[src/design/smt_pkg.sv]
// Shared widths, the token that moves down the cell chain, and count helpers.
package smt_pkg;

    localparam int TABLE_DEPTH       = 64;
    localparam int COUNT_BITS        = 32;
    localparam int VALUE_BITS        = 64;
    localparam int RESULT_COUNT_BITS = 32;

    typedef logic [VALUE_BITS-1:0]        value_t;
    typedef logic [COUNT_BITS-1:0]        count_t;
    typedef logic [RESULT_COUNT_BITS-1:0] result_count_t;

    localparam count_t COUNT_MAX = '1;
    localparam count_t COUNT_ONE = count_t'(1);

    // One column element on its way through the table cells.
    typedef struct packed {
        logic   valid;
        value_t value;
        logic   present;
        logic   last;
        logic   absorbed;
        count_t count;
    } tok_t;

    function automatic count_t sat_inc(input count_t c);
        sat_inc = (c == COUNT_MAX) ? c : c + COUNT_ONE;
    endfunction

    function automatic result_count_t clamp_count(input count_t c);
        logic [63:0] wide;
        wide = 64'(c);
        clamp_count = (wide > 64'h0000_0000_FFFF_FFFF) ? '1 : wide[RESULT_COUNT_BITS-1:0];
    endfunction

endpackage

[src/design/smt_cell.sv]
// One table entry: matches or claims a passing element, then hands it on.
module smt_cell
    import smt_pkg::*;
(
    input  logic clk,
    input  logic rst_n,
    input  logic adv,
    input  tok_t tok_in,
    output tok_t tok_out
);

    logic   used_reg, used_next;
    value_t value_reg, value_next;
    count_t count_reg, count_next;
    tok_t   tok_reg, tok_next;
    logic   tok_valid_reg;

    logic   live;
    logic   hit;
    logic   claim;
    count_t inc;

    assign live  = tok_in.valid && tok_in.present && !tok_in.absorbed;
    assign hit   = live && used_reg && (value_reg == tok_in.value);
    assign claim = live && !used_reg;
    assign inc   = sat_inc(count_reg);

    always_comb
    begin
        value_next = value_reg;
        count_next = count_reg;
        used_next  = used_reg;
        tok_next   = tok_in;
        if (hit)
        begin
            count_next        = inc;
            tok_next.absorbed = 1'b1;
            tok_next.count    = inc;
        end
        else if (claim)
        begin
            value_next        = tok_in.value;
            count_next        = COUNT_ONE;
            used_next         = 1'b1;
            tok_next.absorbed = 1'b1;
            tok_next.count    = COUNT_ONE;
        end
        // The end of a column empties the entry once the element has used it.
        if (tok_in.valid && tok_in.last)
        begin
            used_next = 1'b0;
        end
    end

    always_ff @(posedge clk or negedge rst_n)
    begin
        if (!rst_n)
        begin
            used_reg      <= 1'b0;
            tok_valid_reg <= 1'b0;
        end
        else if (adv)
        begin
            used_reg      <= used_next;
            tok_valid_reg <= tok_next.valid;
        end
    end

    always_ff @(posedge clk)
    begin
        if (adv)
        begin
            value_reg <= value_next;
            count_reg <= count_next;
            tok_reg   <= tok_next;
        end
    end

    always_comb
    begin
        tok_out       = tok_reg;
        tok_out.valid = tok_valid_reg;
    end

endmodule

[config.mk]
export PLATFORM = sky130hd
export DESIGN_NAME = smt_cell
export DESIGN_NICKNAME = d
export VERILOG_FILES = /design/src/design/smt_pkg.sv /design/src/design/smt_cell.sv
export SDC_FILE = /design/constraint.sdc
export NUM_CORES = 1
export LEC_CHECK = 0
export BUFFER_PORTS_ARGS = -buffer_cell sky130_fd_sc_hd__buf_2
export CELL_PAD_IN_SITES_DETAIL_PLACEMENT = 1
export CELL_PAD_IN_SITES_GLOBAL_PLACEMENT = 1
export CORE_ASPECT_RATIO = 0.7
export CORE_MARGIN = 4
export CORE_UTILIZATION = 47
export DETAILED_ROUTE_END_ITERATION = 10
export PLACE_DENSITY_LB_ADDON = 0.1
export SETUP_SLACK_MARGIN = 0.5
export SLEW_MARGIN = 15
export SYNTH_ARGS = -nofsm -noshare
export SYNTH_HDL_FRONTEND = slang
export SYNTH_SLANG_ARGS = --single-unit
[constraint.sdc]
create_clock -name clk -period 11.6 [get_ports clk]
set_input_delay 0 -clock clk [delete_from_list [all_inputs] [get_ports clk]]
set_output_delay 0 -clock clk [all_outputs]
set_load 0.05 [all_outputs]
==> results_dict.tcl <==
set metrics [dict create \
    status "finished, final reports clean" \
    clock_sinks 197 \
    wl_per_cell_um 20.2 \
    wl_mm 22.1 \
    cts_tree "yes" \
    timing.rr.start "value_reg[33]$_DFFE_PP_" \
    syn_nets 642 \
    drv_cap 0 \
    final_cells 1091 \
    place_congestion 0.887 \
    final-setup-viol-count 0 \
    hpwl_mm 14.0 \
    drv_slew 0 \
    first_pass_iters 5 \
    min_period_ps 3580 \
    fin_crit_sh_pct 30.9 \
    overflow 0 \
    initial_core_util_pct 47.7 \
    nFillCells 1702 \
    cts_buffer_depth 2 \
    area_delta_synth_final_pct 34.7 \
    drtIter0Drc 416 \
    die_h_um 118 \
    setup-tns-final_ps 0 \
    fmax_mhz 279 \
    rows 40 \
    fin_nets 950 \
    ys.flop_type "edfxtp_1" \
    syn_area_um2 8160 \
    drc 0 \
    crit_required_ps 11650 \
    async_flop_share_pct 1.02 \
    hold_viol_final 0 \
    crit_path_start_kind "flip-flop" \
    rsz0062_at_grt "no" \
    hold_path_class "in2reg" \
    dpl_cell_area_um2 9430 \
    grt_pass1_wl_mm 34.4 \
    rrSetupSlack_ps 8020 \
    critPathKind "reg2reg" \
    cp-end-kind "flip-flop" \
    ys_ff_latch 197 \
    drive_gt1_share_pct 29.2 \
    antenna_found_initial 1 \
    crit_fanout 66 \
    dp.cells 959 \
    dieArea_um2 19600 \
    reg2reg_to "count_reg[7]$_SDFFCE_PN0P_" \
    final_area_um2 11000 \
    skew_ps 12.1 \
    finalPower_mw 1.64 \
    clkLatencyLatePin_ps 440 \
    ff2ff_path_depth 7 \
    syn_inst 538 \
    leakagePower_nw 4.47 \
    largest_reg_flops 99 \
    cp.arrival_ps 3640 \
    relSlewSlack_pct 29.0 \
    synth_area_per_cell_um2 15.2 \
    cp-endpoint "count_reg[7]$_SDFFCE_PN0P_" \
    core_um2 17100 \
    yosys.area.top_type "edfxtp_1" \
    worst_pin_slew_ps 1060 \
    seq_area_frac_synth_pct 72.4 \
    powerDensity_nw_per_um2 149 \
    worst_setup_hold_path_clk_slew_ps 70 \
    grt_max_degree 67 \
    yosys_warnings 0 \
    synthDistinctLibCells 51 \
    startpoint "value_reg[33]$_DFFE_PP_" \
    ant_nets 0 \
    portBuffers 202 \
    cts_buffers 17 \
    fp.dieW_um 166 \
    final_cell_mix "buf_2, edfxtp_1, dlygate4sd3_1" \
    ios 203 \
    htreeDepth 4 \
    yosys.area.top_type_share_pct 71.7 \
    root_buffer "clkbuf_16" \
    via_per_inst 5.15 \
    grt_pass1_vias 6161 \
    num_vias 5618 \
    layout_commonest_cell "buf_2" \
    track_usage_pct 23.0 \
    synth_top_cells_by_area "edfxtp_1, xor2_1, mux2i_1" \
    irDropWorstVdd_mv 0.136 \
    synth_edf_count 195 \
]
report_power, final:
| group | leakage, nW | switching (mW) | total (mW) | internal, mW |
|---|---|---|---|---|
| Combinational | 2.36 | 0.157 | 0.225 | 0.0680 |
| Sequential | 1.83 | 0.0128 | 0.832 | 0.819 |
| Clock | 0.276 | 0.278 | 0.582 | 0.305 |
| Total | 4.47 | 0.447 | 1.64 | 1.19 |
synth_stat cells (2+ instances only):
| cell type | n |
|---|---|
| nand4_1 | 9 |
| nand2_1 | 42 |
| buf_2 | 4 |
| and3_1 | 2 |
| a41oi_1 | 2 |
| buf_6 | 2 |
| nor2_1 | 45 |
| edfxtp_1 | 195 |
| inv_1 | 17 |
| mux2i_1 | 35 |
| nor3b_1 | 2 |
| nor4_1 | 14 |
| dfrtp_1 | 2 |
| nor4_2 | 2 |
| nor3_1 | 9 |
| or3_1 | 3 |
| o22ai_1 | 2 |
| a2111oi_0 | 4 |
| nand2b_1 | 6 |
| clkbuf_1 | 7 |
| xor2_1 | 43 |
| xnor2_1 | 28 |
| nand3_1 | 13 |
| nor2b_1 | 16 |
| or2_2 | 3 |
| o21ai_0 | 5 |
| or4_1 | 2 |
logic make-up after synthesis:
family | synth area share (%)
fa+ha+maj | 0.153
simple gates | 11.1
xor+xnor | 7.62
buf+inv | 1.76
flops | 72.4
compound gates | 2.54
mux | 4.43
critical path, stage by stage (launching register included):
cell and delay (ps):
edfxtp_1 360, nor2b_1 50, a2111oi_0 530, nand4_1 160, nor4_1 480, nand4_1 190, buf_4 440, a21oi_4 950
final cells by class:
| class | instances | area (um^2) | share of cell area (%) |
|---|---|---|---|
| diodes | 1 | 2.50 | 0.0228 |
| clock inverters | 13 | 139 | 1.26 |
| multi-input cells | 309 | 2130 | 19.4 |
| inverters | 17 | 63.8 | 0.581 |
| flip-flops and latches | 197 | 5910 | 53.7 |
| well taps | 231 | 289 | 2.63 |
| clock buffers | 19 | 433 | 3.94 |
| repair buffers | 304 | 2030 | 18.4 |
how the worst min path moves through the flow:
stage | startpoint | end | cells past startpoint
after floorplan | rst_n | tok_valid_reg$_DFFE_PN0P_ | 0
after global placement | rst_n | tok_valid_reg$_DFFE_PN0P_ | 1
final | tok_in[29] | tok_out[29]$_DFFE_PP_ | 3
after CTS | tok_in[29] | tok_out[29]$_DFFE_PP_ | 3
after detailed placement | rst_n | tok_valid_reg$_DFFE_PN0P_ | 1
after global routing | tok_in[29] | tok_out[29]$_DFFE_PP_ | 3
stage by stage:
step                      hold slack, ps  setup WS (ps)  util, %
final                               26.6           8020     64.2
after global routing                22.4           7720     64.2
after CTS                           3.92           7980     64.2
after detailed placement            -200           7990     55.1
after global placement              -209           8140     55.1
after floorplan                     -296           7410        -
metal layers:
metal	vias to the layer above	part of all wire [%]	track usage (%)
met4	0	1.2	5.31
met1	2806	43	30.1
met5	-	0	0
met2	180	50	38.4
li1	2613	-	-
met3	19	6.6	6.34
timing repair:
item / 4_1_cts / 5_1_grt
resized for setup: 0 / 0
hold buffers: 99 / 0
hold endpoints to repair: 164 / 0
setup buffers: 0 / 0
No activity file was read; power rests on OpenSTA's default activity.
