## src/design/smt_pkg.sv

```systemverilog
// Shared widths, the token that moves down the cell chain, and count helpers.
package smt_pkg;

    localparam int TABLE_DEPTH       = 64;
    localparam int COUNT_BITS        = 32;
    localparam int VALUE_BITS        = 64;
    localparam int RESULT_COUNT_BITS = 32;

    typedef logic [VALUE_BITS-1:0]        value_t;
    typedef logic [COUNT_BITS-1:0]        count_t;
    typedef logic [RESULT_COUNT_BITS-1:0] result_count_t;

    localparam count_t COUNT_MAX = '1;
    localparam count_t COUNT_ONE = count_t'(1);

    // One column element on its way through the table cells.
    typedef struct packed {
        logic   valid;
        value_t value;
        logic   present;
        logic   last;
        logic   absorbed;
        count_t count;
    } tok_t;

    function automatic count_t sat_inc(input count_t c);
        sat_inc = (c == COUNT_MAX) ? c : c + COUNT_ONE;
    endfunction

    function automatic result_count_t clamp_count(input count_t c);
        logic [63:0] wide;
        wide = 64'(c);
        clamp_count = (wide > 64'h0000_0000_FFFF_FFFF) ? '1 : wide[RESULT_COUNT_BITS-1:0];
    endfunction

endpackage

```

## src/design/smt_if.sv

```systemverilog


interface smt_out_if
    import smt_pkg::*;
();
    logic          valid;
    logic          ready;
    value_t        mode_value;
    result_count_t mode_count;
    logic          any_present;
    logic          table_overflow;

    modport source (output valid, output mode_value, output mode_count,
                    output any_present, output table_overflow, input ready);
    modport sink (input valid, input mode_value, input mode_count,
                  input any_present, input table_overflow, output ready);
endinterface

```

## src/design/smt_tail.sv

```systemverilog
// End of the chain: keeps the best value and overflow, and holds the result.
module smt_tail
    import smt_pkg::*;
(
    input  logic             clk,
    input  logic             rst_n,
    input  tok_t             tok_in,
    output logic             adv,
    smt_out_if.source        result
);

    value_t        best_value_reg, best_value_next;
    count_t        best_count_reg, best_count_next;
    logic          overflow_reg, overflow_next;
    logic          out_valid_reg, out_valid_next;
    value_t        out_value_reg;
    result_count_t out_count_reg;
    logic          out_any_reg;
    logic          out_ovf_reg;

    value_t cur_value;
    count_t cur_count;
    logic   cur_ovf;
    logic   take;

    // The whole chain moves only when the result register can take a new result.
    assign adv  = !out_valid_reg || result.ready;
    assign take = adv && tok_in.valid;

    always_comb
    begin
        cur_value = best_value_reg;
        cur_count = best_count_reg;
        cur_ovf   = overflow_reg;
        if (tok_in.valid && tok_in.present)
        begin
            if (!tok_in.absorbed)
            begin
                cur_ovf = 1'b1;
            end
            else if (tok_in.count > best_count_reg)
            begin
                cur_value = tok_in.value;
                cur_count = tok_in.count;
            end
        end
    end

    always_comb
    begin
        best_value_next = best_value_reg;
        best_count_next = best_count_reg;
        overflow_next   = overflow_reg;
        out_valid_next  = out_valid_reg;
        if (adv)
        begin
            out_valid_next = tok_in.valid && tok_in.last;
        end
        if (take)
        begin
            if (tok_in.last)
            begin
                best_value_next = '0;
                best_count_next = '0;
                overflow_next   = 1'b0;
            end
            else
            begin
                best_value_next = cur_value;
                best_count_next = cur_count;
                overflow_next   = cur_ovf;
            end
        end
    end

    always_ff @(posedge clk or negedge rst_n)
    begin
        if (!rst_n)
        begin
            best_value_reg <= '0;
            best_count_reg <= '0;
            overflow_reg   <= 1'b0;
            out_valid_reg  <= 1'b0;
        end
        else
        begin
            best_value_reg <= best_value_next;
            best_count_reg <= best_count_next;
            overflow_reg   <= overflow_next;
            out_valid_reg  <= out_valid_next;
        end
    end

    always_ff @(posedge clk)
    begin
        if (take && tok_in.last)
        begin
            out_value_reg <= cur_value;
            out_count_reg <= clamp_count(cur_count);
            out_any_reg   <= (cur_count != '0);
            out_ovf_reg   <= cur_ovf;
        end
    end

    assign result.valid          = out_valid_reg;
    assign result.mode_value     = out_value_reg;
    assign result.mode_count     = out_count_reg;
    assign result.any_present    = out_any_reg;
    assign result.table_overflow = out_ovf_reg;

endmodule

```

## src/flat_wrapper.sv

```systemverilog
// flat-port wrapper written by rule: the top's interface ports become plain ports
module smt_tail_flat import smt_pkg::*;
  (clk, rst_n, tok_in, adv, result_valid, result_mode_value, result_mode_count, result_any_present, result_table_overflow, result_ready);
  smt_out_if result_i ();
  input  logic clk;
  input  logic rst_n;
  input  tok_t tok_in;
  output logic adv;
  output wire logic [$bits(result_i.valid)-1:0] result_valid;
  output wire logic [$bits(result_i.mode_value)-1:0] result_mode_value;
  output wire logic [$bits(result_i.mode_count)-1:0] result_mode_count;
  output wire logic [$bits(result_i.any_present)-1:0] result_any_present;
  output wire logic [$bits(result_i.table_overflow)-1:0] result_table_overflow;
  input wire logic [$bits(result_i.ready)-1:0] result_ready;
  assign result_valid = result_i.valid;
  assign result_mode_value = result_i.mode_value;
  assign result_mode_count = result_i.mode_count;
  assign result_any_present = result_i.any_present;
  assign result_table_overflow = result_i.table_overflow;
  assign result_i.ready = result_ready;
  smt_tail u_core (.clk(clk), .rst_n(rst_n), .tok_in(tok_in), .adv(adv), .result(result_i));
endmodule
```

## config.mk

```make
export PLATFORM = sky130hd
export DESIGN_NAME = smt_tail_flat
export DESIGN_NICKNAME = d
export VERILOG_FILES = /design/src/design/smt_pkg.sv /design/src/design/smt_if.sv /design/src/design/smt_tail.sv /design/src/flat_wrapper.sv
export SDC_FILE = /design/constraint.sdc
export NUM_CORES = 1
export LEC_CHECK = 0
export BUFFER_PORTS_ARGS = -buffer_cell sky130_fd_sc_hd__buf_4
export CAP_MARGIN = 20
export CORE_MARGIN = 2
export CORE_UTILIZATION = 54
export CTS_CLUSTER_DIAMETER = 150
export DETAILED_ROUTE_END_ITERATION = 7
export PLACE_DENSITY_LB_ADDON = 0.05
export SLEW_MARGIN = 30
export SYNTH_ARGS = -nofsm -noshare
export SYNTH_HDL_FRONTEND = slang
export SYNTH_SLANG_ARGS = --single-unit
```

## constraint.sdc

```tcl
create_clock -name clk -period 6.9 [get_ports clk]
set_input_delay 1.38 -clock clk [delete_from_list [all_inputs] [get_ports clk]]
set_output_delay 1.38 -clock clk [all_outputs]
set_load 0.02 [all_outputs]
```

==> metrics.txt, run 1 <==
Mapped Avg Cell Area 15.0 sq um; Vias 5853; EDFF count, synth 98; CTS Buf Count 17; Hold Buf Count CTS 0; clk_skew 0.00838 ns; wire per inst 19.8 microns; outcome completed; Synth Net Count 708; combinational share of power 0.127; internal power 1.98 mW; share of layout cells above drive strength 1 0.436; switching pwr 633 uW; leakage 4.96 nW; # IOs 203; area grow syn2layout 27.4%; share of the yosys chip area belonging to registers 0.627; Initial Util 0.547; Startpoint Class input port; Fin. Hold Viols 0; Max clock buf depth 2; Multi-input gate area 2950 sq um; ANT nets after route 0; drt pass-1 iters 5; first-pass GRT wire length 30600 microns; Synth cell types 36; ant diodes 0; Slew HR 0.414; PwrDens 239 nW/um^2; vias per cell 5.85; Sw Ratio 0.242; Hold Path Class reg -> reg; Core ar. 15700 sq um; vias in the first global route 5888; RSZ-0062 raised after global routing no; Seq pwr share 0.505; CP Max Fanout 36; largest net degree at the start of global routing 67; Max IR drop VDD 192 uV; Post-route DRC 0; min Tclk post-route 4.46 ns; # setup viols final 0; Die Height 130 microns; number of H-tree levels 4; Yosys top cell by area edfxtp_1; routed wire length 19800 microns; PostCTS Resize Cnt 0; Core Rows 46; FF+latch count, synth 196; Post-DP Area 10300 sq um; max-slew violation count 0; Synth area leaders edfxtp_1 34%, dfrtp_1 29%, mux2_2 9.8%, a22o_1 9.7%, ha_1 4.7%; grt ovf 0; Final Wtd Congestion 0.896; crit end category register; DP HPWL 13200 microns; WP data arrival 4.64 ns; Async SR Flop Fraction 0.500; GR Util All Layers 0.237; Reg clk slew, reported paths 0.07 ns; WP data required 7.09 ns; fillers 1138; die area 17000 sq um; root buffer cell clkbuf_16; Reg area 5400 sq um; post-layout net count 908; Mapped Cells 573; worst-margin pin slew 0.879 ns; setup bufs post-CTS 0; Max Clk Rate 224 MHz; Yosys top cell area share 0.342; Clock Latency Late Sink 0.43 ns; Netlist Area Pre-Place 8600 sq um; initial DRC count 265; clk sink count 196; setup TNS 0 ns; design area 11000 sq um; Post-synth top cells 98 x dfrtp_1, 98 x edfxtp_1, 95 x a22o_1; initial antenna violation count 0; PortBufs 202; CTS tree yes; critical path type in -> reg; Clock Power Share 0.369; dominant synthesized flop cell edfxtp_1; Die X 130 microns; max cap viols 0; Syn. warnings 0; Tcrit/Tclk final 0.646
[per-stage QoR]
step           setup slack [ns]   util  hold WS, ns  instances  total power, mW
2_1_floorplan             0.419      -        0.460        573             1.51
5_1_grt                    2.32  0.697        0.511       1001             2.71
6_report                   2.44  0.697        0.497       1001             2.62
3_5_place_dp               1.95  0.658        0.477        968             1.67
3_3_place_gp               2.04  0.656        0.477        966             1.66
4_1_cts                    2.40  0.694        0.498        999             2.63
[path summary, 6_finish.rpt]
check                           slack (ns)                      start                           end  depth (start not counted)
worst min register to register        0.50  u_core.best_value_reg[19]     u_core.best_value_reg[19]                          1
max in group asynchronous             4.80                      rst_n     u_core.best_value_reg[14]                          2
worst max-delay path                  2.44                 tok_in[15]  u_core.result.mode_value[38]                         10
worst min-delay path                  0.50  u_core.best_value_reg[19]     u_core.best_value_reg[19]                          1
min in group asynchronous             0.95                      rst_n     u_core.best_value_reg[58]                          1
worst max register to register        3.05  u_core.best_count_reg[15]  u_core.result.mode_value[38]                         10
[per-layer routing]
metal / global-route usage / vias to the layer above / wire length (microns)
met5: 0 / - / 0
met4: 0.0759 / 0 / 336
met3: 0.0660 / 24 / 1330
met2: 0.385 / 195 / 9820
met1: 0.313 / 3009 / 8370
li1: - / 2625 / -
[kinds of logic (layout without fill, tap and decap cells)]
kind of cell	Yosys count	after routing	synth area share
mux	97	97	0.135
fa+ha+maj	32	32	0.0466
simple gates	53	53	0.0355
flops	196	196	0.627
compound gates	131	131	0.122
buf+inv	64	276	0.0327
[worst max-delay path, cell delays in order]
cell	delay, ns
buf_4	0.13
ha_1	0.33
a21oi_1	0.15
o21ai_0	0.13
a21o_1	0.17
o31ai_1	0.69
and2_4	0.67
buf_12	0.29
buf_4	0.31
mux2_2	0.38
[final cells by class]
type                    instances  share of cell area
well taps                     216              0.0247
multi-input cells             313               0.270
repair buffers                212               0.151
flip-flops and latches        196               0.492
inverters                      33              0.0113
clock inverters                12              0.0120
clock buffers                  19              0.0395
[layout by cell type, fill, tap and decap left out, types with 17 or more instances in the layout]
cell and instances:
buf_4 208, dfrtp_1 98, edfxtp_1 98, a22o_1 95
mux2_2 75, inv_1 33, ha_1 32, mux2_4 20
nor4_1 17, clkbuf_16 17
[power by group through the flow]
stage / Combinational [mW] / Clock (mW) / Sequential (mW)
CTS: 0.331 / 0.978 / 1.32
global route: 0.360 / 1.02 / 1.32
global placement: 0.317 / 0 / 1.34
detailed placement: 0.329 / 0 / 1.34
finish: 0.332 / 0.964 / 1.32
floorplan: 0.138 / 0 / 1.38
No activity file was read; power rests on OpenSTA's default activity.
==> run 2, diff against run 1 <==
Clock period 6.9 ns to 4.3 ns, I/O delays scaled along.
==> run 2 against run 1 <==
Critical path type unchanged. Combinational power up 60%. Cell count unchanged. Sequential cell count unchanged. Clock skew about the same.
==> metrics.txt, run 2 (synthesis gave the netlist of run 1 again) <==
Vias 5713 (was 5853); CP Max Fanout 42 (was 36); fillers 1098 (was 1138); Tcrit/Tclk final 0.804; Core ar. 15700 sq um (unchanged); Final Wtd Congestion 0.832 (was 0.896); Max clock buf depth 2 (unchanged); PostCTS Resize Cnt 0 (unchanged); # setup viols final 0 (unchanged); number of H-tree levels 4 (unchanged); DP HPWL 13100 microns (was 13200 microns); Initial Util 0.547 (unchanged); Critical path buffers and inverters 2 (was 3); most frequent cells in the layout 205 x buf_4, 98 x dfrtp_1, 98 x edfxtp_1, 95 x a22o_1, 75 x mux2_2 (was 208 x buf_4, 98 x dfrtp_1, 98 x edfxtp_1, 95 x a22o_1, 75 x mux2_2); worst-margin pin slew 0.802 ns (was 0.879 ns); CTS tree yes (unchanged); design area 11000 sq um (about the same); Hold Path Class in -> async (was reg -> reg); setup bufs post-CTS 0 (unchanged); drt pass-1 iters 5 (unchanged); setup TNS 0 ns (unchanged); GR Util All Layers 0.237 (about the same); Hold Buf Count CTS 0 (unchanged); Finished Layout Cells 1001 (unchanged); clk sink count 196 (unchanged); critical path's largest stage delay 0.72 ns (was 0.69 ns); # IOs 203 (unchanged); vias in the first global route 5840 (was 5888); Reg clk slew, reported paths 0.07 ns (about the same); Clock Latency Late Sink 0.43 ns (about the same); Max IR drop VDD 284 uV (was 192 uV); initial DRC count 334 (was 265); routed wire length 20000 microns (was 19800 microns); PwrDens 384 nW/um^2 (was 239 nW/um^2); Slew HR 0.461 (was 0.414); Startpoint Class input port (unchanged); wire per inst 19.9 microns (was 19.8 microns); Core Rows 46 (unchanged); Die X 130 microns (unchanged); outcome completed (unchanged); leakage 4.97 nW (was 4.96 nW); overall power 4.22 mW (was 2.62 mW); root buffer cell clkbuf_16 (unchanged); max-slew violation count 0 (unchanged); WP data required 4.47 ns (was 7.09 ns); Multi-input gate area 2950 sq um (unchanged); clk_skew 0.00874 ns (was 0.00838 ns); slowest CP cell o31ai_1 (unchanged); post-layout net count 907 (was 908); max cap viols 0 (unchanged); first-pass GRT wire length 30600 microns (unchanged); die area 17000 sq um (unchanged); ant diodes 0 (unchanged); min Tclk post-route 3.46 ns; ANT nets after route 0 (unchanged); Post-DP Area 10400 sq um (was 10300 sq um); area grow syn2layout 27.7% (was 27.4%); WP data arrival 3.63 ns (was 4.64 ns); PortBufs 202 (unchanged); Top delay family on crit path compound AO/OA/AOI/OAI gates (unchanged); most common cell after layout, fill and taps aside buf_4 (unchanged); CTS Buf Count 17 (unchanged); grt ovf 0 (unchanged); Reg area 5400 sq um (unchanged); critical path type in -> reg (unchanged); largest net degree at the start of global routing 96 (was 67); Max Clk Rate 289 MHz; Fin. Hold Viols 0 (unchanged); worst-path cell chain buf_4 > ha_1 > nor2b_1 > o211ai_1 > a2111oi_0 > o31ai_1 > and2_4 > buf_12 > mux2_2 (was buf_4 > ha_1 > a21oi_1 > o21ai_0 > a21o_1 > o31ai_1 > and2_4 > buf_12 > buf_4 > mux2_2); share of layout cells above drive strength 1 0.438 (was 0.436); dpl cells 969 (was 968); RSZ-0062 raised after global routing no (unchanged); Post-route DRC 0 (unchanged); initial antenna violation count 0 (unchanged); crit end category register (unchanged); vias per cell 5.71 (was 5.85); Die Height 130 microns (unchanged)
## run 2: final timing paths
kind	start	to	slack [ns]	depth (start not counted)
hold / removal	rst_n	u_core.best_value_reg[58]	0.21	1
min in group clk	u_core.best_value_reg[8]	u_core.best_value_reg[8]	0.49	1
max in group asynchronous	rst_n	u_core.best_value_reg[13]	3.23	2
hold reg to reg	u_core.best_value_reg[8]	u_core.best_value_reg[8]	0.49	1
setup / recovery	tok_in[1]	u_core.result.mode_value[43]	0.84	9
setup reg to reg	u_core.best_count_reg[1]	u_core.result.mode_value[43]	0.96	9
## run 2: layout make-up
class,instances,share of cell area
inverter,33,0.0113
timing repair buffer,211,0.151
clock inverter,14,0.0136
tap,216,0.0246
clock buffer,18,0.0391
sequential,196,0.491
multi-input combinational,313,0.269
## run 2: layer usage
metal  up-vias  part of all wire  track usage
met5         -                 0            0
met4         0             0.023       0.0923
met3        32             0.065       0.0603
met2       196              0.49        0.387
met1      2873              0.42        0.305
li1       2612                 -            -
## run 2: stage by stage
step / hold slack, ns / setup slack, ns / util
after global routing: 0.194 / 0.728 / 0.699
after CTS: 0.197 / 0.900 / 0.699
after floorplan: 0.460 / 1.07 / -
after detailed placement: 0.480 / 0.451 / 0.662
after global placement: 0.477 / 0.516 / 0.659
final: 0.215 / 0.843 / 0.699
## run 2: power by group
group	internal [mW]	switching, mW
clock network	0.864	0.706
logic	0.255	0.276
registers	2.07	0.0431
total	3.19	1.02
